**src/hdl/dlle_pkg.sv**
```systemverilog
package dlle_pkg;

   localparam int ReqDataBits = 32;
   localparam int ReqUserBits = 3;
   localparam int EntryBits   = 32;
   localparam int HeldBits    = 7;
   localparam int StatusBits  = 2;
   localparam int RspDataBits = 40;

   localparam logic [ReqUserBits-1:0] FuncInsert   = 3'd0;
   localparam logic [ReqUserBits-1:0] FuncDelKey   = 3'd1;
   localparam logic [ReqUserBits-1:0] FuncDelFront = 3'd2;
   localparam logic [ReqUserBits-1:0] FuncDelBack  = 3'd3;
   localparam logic [ReqUserBits-1:0] FuncRead     = 3'd4;

   localparam logic [StatusBits-1:0] StatusDone     = 2'd0;
   localparam logic [StatusBits-1:0] StatusNotFound = 2'd1;
   localparam logic [StatusBits-1:0] StatusEmpty    = 2'd2;
   localparam logic [StatusBits-1:0] StatusFull     = 2'd3;

   typedef struct packed {
      logic [StatusBits-1:0] status;
      logic [EntryBits-1:0]  value;
      logic [HeldBits-1:0]   held;
      logic                  last;
   } rsp_type;

endpackage

```
**src/hdl/dlle_ram.sv**
```systemverilog
module dlle_ram #(
   parameter int WIDTH = 32,
   parameter int DEPTH = 64
) (
   input  logic                     clock,
   input  logic                     we,
   input  logic [$clog2(DEPTH)-1:0] waddr,
   input  logic [WIDTH-1:0]         wdata,
   input  logic                     re,
   input  logic [$clog2(DEPTH)-1:0] raddr,
   output logic [WIDTH-1:0]         rdata
);

   logic [WIDTH-1:0] mem_ff [DEPTH];
   logic [WIDTH-1:0] rdata_ff;

   always_ff @(posedge clock) begin
      if (we) begin
         mem_ff[waddr] <= wdata;
      end
      if (re) begin
         rdata_ff <= mem_ff[raddr];
      end
   end

   assign rdata = rdata_ff;

endmodule

```
**src/hdl/dlle_out.sv**
```systemverilog
module dlle_out (
   input  logic              clock,
   input  logic              reset,
   input  logic              load,
   input  dlle_pkg::rsp_type load_data,
   output logic              free,
   output logic              rsp_valid,
   input  logic              rsp_ready,
   output dlle_pkg::rsp_type rsp_data
);

   logic              valid_ff;
   logic              valid_in;
   dlle_pkg::rsp_type data_ff;

   assign free = !valid_ff || rsp_ready;

   always_comb begin
      valid_in = valid_ff;
      if (load) begin
         valid_in = 1'b1;
      end else if (rsp_ready) begin
         valid_in = 1'b0;
      end
   end

   always_ff @(posedge clock) begin
      if (reset) begin
         valid_ff <= 1'b0;
      end else begin
         valid_ff <= valid_in;
      end
   end

   always_ff @(posedge clock) begin
      if (load) begin
         data_ff <= load_data;
      end
   end

   assign rsp_valid = valid_ff;
   assign rsp_data  = data_ff;

endmodule

```
**src/hdl/dlle_ctrl.sv**
```systemverilog
module dlle_ctrl #(
   parameter int CAPACITY   = 64,
   parameter int VALUE_BITS = 32
) (
   input  logic                                 clock,
   input  logic                                 reset,
   input  logic                                 req_valid,
   output logic                                 req_ready,
   input  logic [dlle_pkg::ReqUserBits-1:0]     req_func,
   input  logic [dlle_pkg::ReqDataBits-1:0]     req_key,
   output logic                                 res_load,
   output dlle_pkg::rsp_type                    res_data,
   input  logic                                 out_free,
   output logic                                 val_we,
   output logic [$clog2(CAPACITY)-1:0]          val_waddr,
   output logic [VALUE_BITS-1:0]                val_wdata,
   output logic                                 next_we,
   output logic [$clog2(CAPACITY)-1:0]          next_waddr,
   output logic [$clog2(CAPACITY)-1:0]          next_wdata,
   output logic                                 prev_we,
   output logic [$clog2(CAPACITY)-1:0]          prev_waddr,
   output logic [$clog2(CAPACITY)-1:0]          prev_wdata,
   output logic                                 rd_re,
   output logic [$clog2(CAPACITY)-1:0]          rd_addr,
   input  logic [VALUE_BITS-1:0]                val_rdata,
   input  logic [$clog2(CAPACITY)-1:0]          next_rdata,
   input  logic [$clog2(CAPACITY)-1:0]          prev_rdata
);

   localparam int SW = $clog2(CAPACITY);
   localparam int CW = $clog2(CAPACITY + 1);

   localparam logic [2:0] SIdle   = 3'd0;
   localparam logic [2:0] SScan   = 3'd1;
   localparam logic [2:0] SLink   = 3'd2;
   localparam logic [2:0] SWalk   = 3'd3;
   localparam logic [2:0] SUnlink = 3'd4;
   localparam logic [2:0] SRead   = 3'd5;
   localparam logic [2:0] SEmit   = 3'd6;

   logic [2:0]                           state_ff, state_in;
   logic [SW-1:0]                        cur_ff, cur_in;
   logic [SW-1:0]                        idx_ff, idx_in;
   logic [SW-1:0]                        scan_ff, scan_in;
   logic [VALUE_BITS-1:0]                key_ff, key_in;
   logic [dlle_pkg::StatusBits-1:0]      status_ff, status_in;
   logic [SW-1:0]                        front_ff, front_in;
   logic [SW-1:0]                        back_ff, back_in;
   logic [CW-1:0]                        count_ff, count_in;
   logic [CAPACITY-1:0]                  used_ff, used_in;

   logic signed [dlle_pkg::ReqDataBits-1:0] key_s;
   logic signed [VALUE_BITS-1:0]            val_s;
   logic                                    is_empty;
   logic                                    is_full;
   logic                                    idx_last;
   logic                                    do_unlink;

   assign key_s     = req_key;
   assign val_s     = val_rdata;
   assign is_empty  = count_ff == '0;
   assign is_full   = count_ff == CW'(CAPACITY);
   assign idx_last  = (CW'(idx_ff) + CW'(1)) == count_ff;
   assign req_ready = state_ff == SIdle;

   always_comb begin
      state_in   = state_ff;
      cur_in     = cur_ff;
      idx_in     = idx_ff;
      scan_in    = scan_ff;
      key_in     = key_ff;
      status_in  = status_ff;
      front_in   = front_ff;
      back_in    = back_ff;
      count_in   = count_ff;
      used_in    = used_ff;
      val_we     = 1'b0;
      val_waddr  = scan_ff;
      val_wdata  = key_ff;
      next_we    = 1'b0;
      next_waddr = scan_ff;
      next_wdata = front_ff;
      prev_we    = 1'b0;
      prev_waddr = scan_ff;
      prev_wdata = scan_ff;
      rd_re      = 1'b0;
      rd_addr    = next_rdata;
      res_load   = 1'b0;
      res_data   = '{status: status_ff, value: '0,
                     held: dlle_pkg::HeldBits'(count_ff), last: 1'b1};
      do_unlink  = 1'b0;

      unique case (state_ff)
         SIdle: begin
            if (req_valid) begin
               key_in    = VALUE_BITS'(key_s);
               rd_re     = 1'b1;
               rd_addr   = (req_func == dlle_pkg::FuncDelBack) ? back_ff : front_ff;
               cur_in    = rd_addr;
               idx_in    = '0;
               scan_in   = '0;
               status_in = dlle_pkg::StatusDone;
               unique case (req_func)
                  dlle_pkg::FuncInsert: begin
                     if (is_full) begin
                        status_in = dlle_pkg::StatusFull;
                        state_in  = SEmit;
                     end else begin
                        state_in  = SScan;
                     end
                  end
                  dlle_pkg::FuncDelKey: begin
                     if (is_empty) begin
                        status_in = dlle_pkg::StatusEmpty;
                        state_in  = SEmit;
                     end else begin
                        status_in = dlle_pkg::StatusNotFound;
                        state_in  = SWalk;
                     end
                  end
                  dlle_pkg::FuncDelFront, dlle_pkg::FuncDelBack: begin
                     if (is_empty) begin
                        status_in = dlle_pkg::StatusEmpty;
                        state_in  = SEmit;
                     end else begin
                        state_in  = SUnlink;
                     end
                  end
                  dlle_pkg::FuncRead: begin
                     if (is_empty) begin
                        status_in = dlle_pkg::StatusEmpty;
                        state_in  = SEmit;
                     end else begin
                        state_in  = SRead;
                     end
                  end
                  default: begin
                     state_in = SEmit;
                  end
               endcase
            end
         end
         SScan: begin
            if (!used_ff[scan_ff] || scan_ff == SW'(CAPACITY - 1)) begin
               val_we           = 1'b1;
               next_we          = 1'b1;
               next_wdata       = is_empty ? scan_ff : front_ff;
               prev_we          = 1'b1;
               used_in[scan_ff] = 1'b1;
               cur_in           = scan_ff;
               if (is_empty) begin
                  front_in = scan_ff;
                  back_in  = scan_ff;
                  count_in = count_ff + CW'(1);
                  state_in = SEmit;
               end else begin
                  state_in = SLink;
               end
            end else begin
               scan_in = scan_ff + SW'(1);
            end
         end
         SLink: begin
            prev_we    = 1'b1;
            prev_waddr = front_ff;
            prev_wdata = cur_ff;
            front_in   = cur_ff;
            count_in   = count_ff + CW'(1);
            state_in   = SEmit;
         end
         SWalk: begin
            if (val_rdata == key_ff) begin
               do_unlink = 1'b1;
               status_in = dlle_pkg::StatusDone;
               state_in  = SEmit;
            end else if (idx_last) begin
               state_in = SEmit;
            end else begin
               cur_in = next_rdata;
               idx_in = idx_ff + SW'(1);
               rd_re  = 1'b1;
            end
         end
         SUnlink: begin
            do_unlink = 1'b1;
            state_in  = SEmit;
         end
         SRead: begin
            if (out_free) begin
               res_load = 1'b1;
               res_data = '{status: dlle_pkg::StatusDone,
                            value: dlle_pkg::EntryBits'(val_s),
                            held: dlle_pkg::HeldBits'(count_ff), last: idx_last};
               if (idx_last) begin
                  state_in = SIdle;
               end else begin
                  cur_in = next_rdata;
                  idx_in = idx_ff + SW'(1);
                  rd_re  = 1'b1;
               end
            end
         end
         SEmit: begin
            if (out_free) begin
               res_load = 1'b1;
               state_in = SIdle;
            end
         end
         default: begin
            state_in = SIdle;
         end
      endcase

      // unlink the slot under the walk pointer
      if (do_unlink) begin
         if (cur_ff == front_ff) begin
            front_in = next_rdata;
         end else begin
            next_we    = 1'b1;
            next_waddr = prev_rdata;
            next_wdata = next_rdata;
         end
         if (cur_ff == back_ff) begin
            back_in = prev_rdata;
         end else begin
            prev_we    = 1'b1;
            prev_waddr = next_rdata;
            prev_wdata = prev_rdata;
         end
         used_in[cur_ff] = 1'b0;
         count_in        = count_ff - CW'(1);
         if (count_ff == CW'(1)) begin
            front_in = '0;
            back_in  = '0;
         end
      end
   end

   always_ff @(posedge clock) begin
      if (reset) begin
         state_ff <= SIdle;
         front_ff <= '0;
         back_ff  <= '0;
         count_ff <= '0;
         used_ff  <= '0;
      end else begin
         state_ff <= state_in;
         front_ff <= front_in;
         back_ff  <= back_in;
         count_ff <= count_in;
         used_ff  <= used_in;
      end
   end

   always_ff @(posedge clock) begin
      cur_ff    <= cur_in;
      idx_ff    <= idx_in;
      scan_ff   <= scan_in;
      key_ff    <= key_in;
      status_ff <= status_in;
   end

endmodule

```
**src/hdl/doubly_linked_list_engine_core.sv**
```systemverilog
// channel   dir  tdata                              tuser        tlast
// req_      in   [31:0] key_value                   [2:0] func   -
// rsp_      out  [31:0] entry_value, [38:32] held   [1:0] status last_of_run
//
// insert: scan past used slots to a free one, write the node, link it at the front
// delete by key: compare linked entries in turn; front/back delete: unlink that end
// read-out: one beat per entry, read through the single read port of the node memories
// reset clears the slot-in-use map, head, tail and count, no clearing pass
// a stalled rsp_ holds the walk; one finished beat waits in the output register
module doubly_linked_list_engine_core #(
   parameter int CAPACITY   = 64,
   parameter int VALUE_BITS = 32
) (
   input  logic                              clock,
   input  logic                              reset,
   input  logic                              req_tvalid,
   output logic                              req_tready,
   input  logic [dlle_pkg::ReqDataBits-1:0]  req_tdata,   // key_value
   input  logic [dlle_pkg::ReqUserBits-1:0]  req_tuser,   // func
   output logic                              rsp_tvalid,
   input  logic                              rsp_tready,
   output logic [dlle_pkg::RspDataBits-1:0]  rsp_tdata,   // entry_value, entries_held, pad
   output logic [dlle_pkg::StatusBits-1:0]   rsp_tuser,   // status
   output logic                              rsp_tlast
);

   localparam int SW = $clog2(CAPACITY);

   logic                  val_we, next_we, prev_we, rd_re;
   logic [SW-1:0]         val_waddr, next_waddr, prev_waddr, rd_addr;
   logic [VALUE_BITS-1:0] val_wdata, val_rdata;
   logic [SW-1:0]         next_wdata, prev_wdata, next_rdata, prev_rdata;
   logic                  res_load, out_free;
   dlle_pkg::rsp_type     res_data, rsp_data;

   dlle_ram #(.WIDTH(VALUE_BITS), .DEPTH(CAPACITY)) u_val_ram (
      .clock(clock), .we(val_we), .waddr(val_waddr), .wdata(val_wdata),
      .re(rd_re), .raddr(rd_addr), .rdata(val_rdata)
   );

   dlle_ram #(.WIDTH(SW), .DEPTH(CAPACITY)) u_next_ram (
      .clock(clock), .we(next_we), .waddr(next_waddr), .wdata(next_wdata),
      .re(rd_re), .raddr(rd_addr), .rdata(next_rdata)
   );

   dlle_ram #(.WIDTH(SW), .DEPTH(CAPACITY)) u_prev_ram (
      .clock(clock), .we(prev_we), .waddr(prev_waddr), .wdata(prev_wdata),
      .re(rd_re), .raddr(rd_addr), .rdata(prev_rdata)
   );

   dlle_ctrl #(.CAPACITY(CAPACITY), .VALUE_BITS(VALUE_BITS)) u_ctrl (
      .clock(clock), .reset(reset),
      .req_valid(req_tvalid), .req_ready(req_tready),
      .req_func(req_tuser), .req_key(req_tdata),
      .res_load(res_load), .res_data(res_data), .out_free(out_free),
      .val_we(val_we), .val_waddr(val_waddr), .val_wdata(val_wdata),
      .next_we(next_we), .next_waddr(next_waddr), .next_wdata(next_wdata),
      .prev_we(prev_we), .prev_waddr(prev_waddr), .prev_wdata(prev_wdata),
      .rd_re(rd_re), .rd_addr(rd_addr),
      .val_rdata(val_rdata), .next_rdata(next_rdata), .prev_rdata(prev_rdata)
   );

   dlle_out u_out (
      .clock(clock), .reset(reset),
      .load(res_load), .load_data(res_data), .free(out_free),
      .rsp_valid(rsp_tvalid), .rsp_ready(rsp_tready), .rsp_data(rsp_data)
   );

   assign rsp_tdata = {1'b0, rsp_data.held, rsp_data.value};
   assign rsp_tuser = rsp_data.status;
   assign rsp_tlast = rsp_data.last;

endmodule

```
**config.mk**
```make
export PLATFORM = sky130hd
export DESIGN_NAME = doubly_linked_list_engine_core
export DESIGN_NICKNAME = d
export VERILOG_FILES = /design/src/hdl/dlle_pkg.sv /design/src/hdl/dlle_ram.sv /design/src/hdl/dlle_out.sv /design/src/hdl/dlle_ctrl.sv /design/src/hdl/doubly_linked_list_engine_core.sv
export SDC_FILE = /design/constraint.sdc
export NUM_CORES = 2
export LEC_CHECK = 0
export ABC_AREA = 0
export BUFFER_PORTS_ARGS = -buffer_cell sky130_fd_sc_hd__buf_2
export CAP_MARGIN = 30
export CORE_ASPECT_RATIO = 1.4
export CORE_UTILIZATION = 45
export DETAILED_ROUTE_END_ITERATION = 6
export GPL_TIMING_DRIVEN = 1
export REMOVE_ABC_BUFFERS = 1
export SETUP_SLACK_MARGIN = 0.2
export SLEW_MARGIN = 5
export SYNTH_ARGS = -nofsm -noshare
export SYNTH_HDL_FRONTEND = slang
export SYNTH_SLANG_ARGS = --single-unit
```
**constraint.sdc**
```tcl
create_clock -name clock -period 6.5 [get_ports clock]
set_input_delay 0.325 -clock clock [delete_from_list [all_inputs] [get_ports clock]]
set_output_delay 0.325 -clock clock [all_outputs]
set_load 0.1 [all_outputs]
```
==> impl_metrics.toml <==
[pwr]
p_leak_nw = 45.46
powerDensity_nw_per_um2 = 488.3
vdd_drop_max_mv = 0.4729
p_total_mw = 67.91

[min_path]
min_from = "req_tuser[2]"
hold_class = "primary input to flop"

[clocking]
clkTransAtPathRegs_ns = 0.06
cts_buffers = 293
cts-root-buf = "clkbuf_16"
clock_latency_ns = 0.88
htree_levels = 5
cts_sinks = 3041
cts_setup_buffers = 0
clockBufferDepth = 4
cts_tree = "done"

[sta]
hold_viol = 0
tightest_slew_ns = 1.223
slew_headroom_pct = 18.44
hold_slack_ns = 0.1599
finalMaxSlewViolations = 0
fin_crit_ns = 5.341
timing.fmax_mhz = 187.2
setup_violations = 0
worst_slack_ns = 1.159
rsz0062_at_grt = "no"
fin_crit_sh_pct = 82.18
finalClockSkew_ns = 0.06709

[die]
chipWidth_um = 444.2
die_h_um = 621.0
core_um2 = 271500
ioPinCount = 84
dieArea_um2 = 275800
start_util_pct = 45.37
rows = 226

[cells_and_area]
syn_to_final_growth_pct = 12.91
final_area_um2 = 139100
layout_common_cells = "edfxtp_1, nand2_1, nand3_1, mux2i_1, o21ai_0"
layout_commonest_cell = "edfxtp_1"
fill_cells = 22500
layout-drive-gt1-share_pct = 11.23
finalNonFillerCells = 12500
nets = 8779

[synthesis]
synth_area_per_cell_um2 = 14.31
synth_top_area_share_pct = 72.02
yosysUniqueCellTypes = 90
ys_ff_latch = 3041
syn_inst = 8605
synth-main-ff-cell = "edfxtp_1"
ys_async_sr_fraction_pct = 0
ys_top_cells_by_area = "edfxtp_1, mux2i_1, nand2_1"
yosys_warnings = 0
synth_area_um2 = 123200
yosysSeqAreaShare_pct = 73.44
synth_top_cell_by_area = "edfxtp_1"
synth-edff-count = 2954

[critical_path]
crit_type = "flop to flop"
end_kind = "flop"
startpoint_type = "flop"
path_common_cell = "nor2_1"
cp.depth = 10
crit_family = "simple AND/OR/NAND/NOR gates"
slowest_delay_ns = 0.77
r2r_setup_slack_ns = 1.16
startpoint = "u_ctrl.val_wdata[26]"
arrival_ns = 5.86
cp_slowest_cell = "a41oi_1"
path_buf_inv = 2
crit_chain = "xnor2_1 -> nand4_1 -> nor2_1 -> buf_4 -> a41o_1 -> and2_1 -> buf_4 -> nor2_1 -> a41oi_1 -> nor2_1"
crit_required_ns = 7.02
r2r_end = "u_next_ram.mem_ff[56][2]"
worstPathMaxFanout = 14
rr_worst_depth = 10
crit_end = "u_next_ram.mem_ff[56][2]"
r2r-start = "u_ctrl.val_wdata[26]"

[global_routing]
met1_usage_pct = 33.31
gr-total-overflow = 0
use_met3_pct = 4.638
grt_pass1_vias = 76930
grt_max_degree = 193
use_met2_pct = 46.62
grt_most_used_layer = "met2"
grt_first_pass_wirelength_um = 548900
grt_usage_pct = 27.25
antenna_found_initial = 23

[placed_design]
post-place-ws_ns = 1.240
hpwl_um = 234700
gp_congestion = 0.9121
io_buffers = 82
detailed_place.area_um2 = 129400
place_inst = 11930

[route]
drtAntennaViolNets = 0
wl_per_cell_um = 30.78
dr.first_iter.drc_count = 9327
viasPerCell = 6.271
firstDrtPassIters = 6
routed_wl_um = 384900
drc = 0
vias = 78400

[run_status]
status = "complete, no violations"

[flow_run]
drv_cap = 0
-- power breakdown --
group	switching [mW]	internal [mW]
clock network	7.31	9.51
logic	18.8	7.47
registers	0.935	23.9
total	27.0	40.9
-- cell families after synthesis --
family | synth area share (%)
flip-flops | 73.44
AND/OR/NAND/NOR | 10.29
AO/OA/AOI/OAI | 9.374
buffers and inverters | 2.324
multiplexers | 4.085
XOR/XNOR | 0.4338
adder cells (fa/ha/maj) | 0.05079
other | 0.003045
-- cell type report --
class / count / area, µm² / share of cell area [%]
well taps: 3534 / 4422 / 3.180
clock buffers: 371 / 7836 / 5.635
flip-flops and latches: 3041 / 90450 / 65.04
diodes: 9 / 22.52 / 0.01620
clock inverters: 148 / 1376 / 0.9897
multi-input cells: 4911 / 30700 / 22.08
inverters: 14 / 57.56 / 0.04139
repair buffers: 474 / 4197 / 3.018
-- routing by layer --
metal / up-vias / routed length, µm / share of wire, %
li1: 33730 / - / -
met1: 40050 / 141600 / 37
met2: 3728 / 191900 / 50
met3: 895 / 30000 / 7.8
met4: 4 / 21400 / 5.6
met5: - / 29 / 0.0075
-- state kept, by name, indices dropped and copies added (netlist names), 2 cells and up --
signal / count
u_ctrl.idx_ff: 6
u_ctrl.front_ff: 6
u_ctrl.back_ff: 6
u_prev_ram.mem_ff: 384
u_ctrl.count_ff: 7
u_next_ram.rdata: 6
u_ctrl.val_wdata: 32
u_val_ram.rdata: 32
u_prev_ram.rdata: 6
u_out.rsp_data: 42
u_ctrl.state_ff: 3
u_ctrl.cur_ff: 6
u_ctrl.val_waddr: 6
u_next_ram.mem_ff: 384
u_val_ram.mem_ff: 2048
u_ctrl.used_ff: 64
u_ctrl.status_ff: 2
-- per-stage QoR --
step                      util, %  setup TNS [ns]
after floorplan                 -        -2897.61
after global placement      47.56               0
after detailed placement    47.66               0
after CTS                   51.19               0
after global routing        51.22               0
final                       51.23               0
-- worst min-delay path by stage --
stage	cells after the start	slack [ns]	to
after floorplan	1	0.39	u_out.rsp_valid
after global placement	2	0.50	u_ctrl.used_ff[55]
after detailed placement	1	0.51	u_ctrl.val_wdata[29]
after CTS	5	0.06	u_ctrl.state_ff[0]
after global routing	5	0.18	u_ctrl.state_ff[0]
final	5	0.16	u_ctrl.state_ff[0]
-- worst register-to-register path: stages, from the launching register on --
cell and delay (ns):
edfxtp_1 0.64, xnor2_1 0.76, nand4_1 0.49, nor2_1 0.41
buf_4 0.22, a41o_1 0.44, and2_1 0.50, buf_4 0.35
nor2_1 0.08, a41oi_1 0.77, nor2_1 0.36
-- cell usage after synthesis, types with 12 or more instances --
master,instances
a2111oi_1,15
a31oi_1,112
nand4_1,101
a311o_1,44
xor2_1,18
o211ai_1,47
and3_1,93
mux2i_1,497
a221oi_1,44
a2111oi_2,53
buf_1,67
xnor2_1,43
a2111oi_0,64
nand2_1,1230
and2_1,41
o211a_1,43
buf_2,199
clkbuf_1,341
a21oi_1,176
o21ai_0,378
nor3_1,117
nor2b_1,20
buf_4,17
edfxtp_1,2954
or3_1,14
a211oi_1,71
dfxtp_1,87
a32oi_1,141
a22oi_1,52
a32o_1,216
nand3_1,777
nor2_1,351
buf_6,12
-- timing repair --
| item | CTS | global route |
|---|---|---|
| hold endpoints to repair | 36 | 0 |
| hold buffers | 38 | 0 |
| gates resized for setup | 0 | 0 |
(Power assumes the default switching activity.)
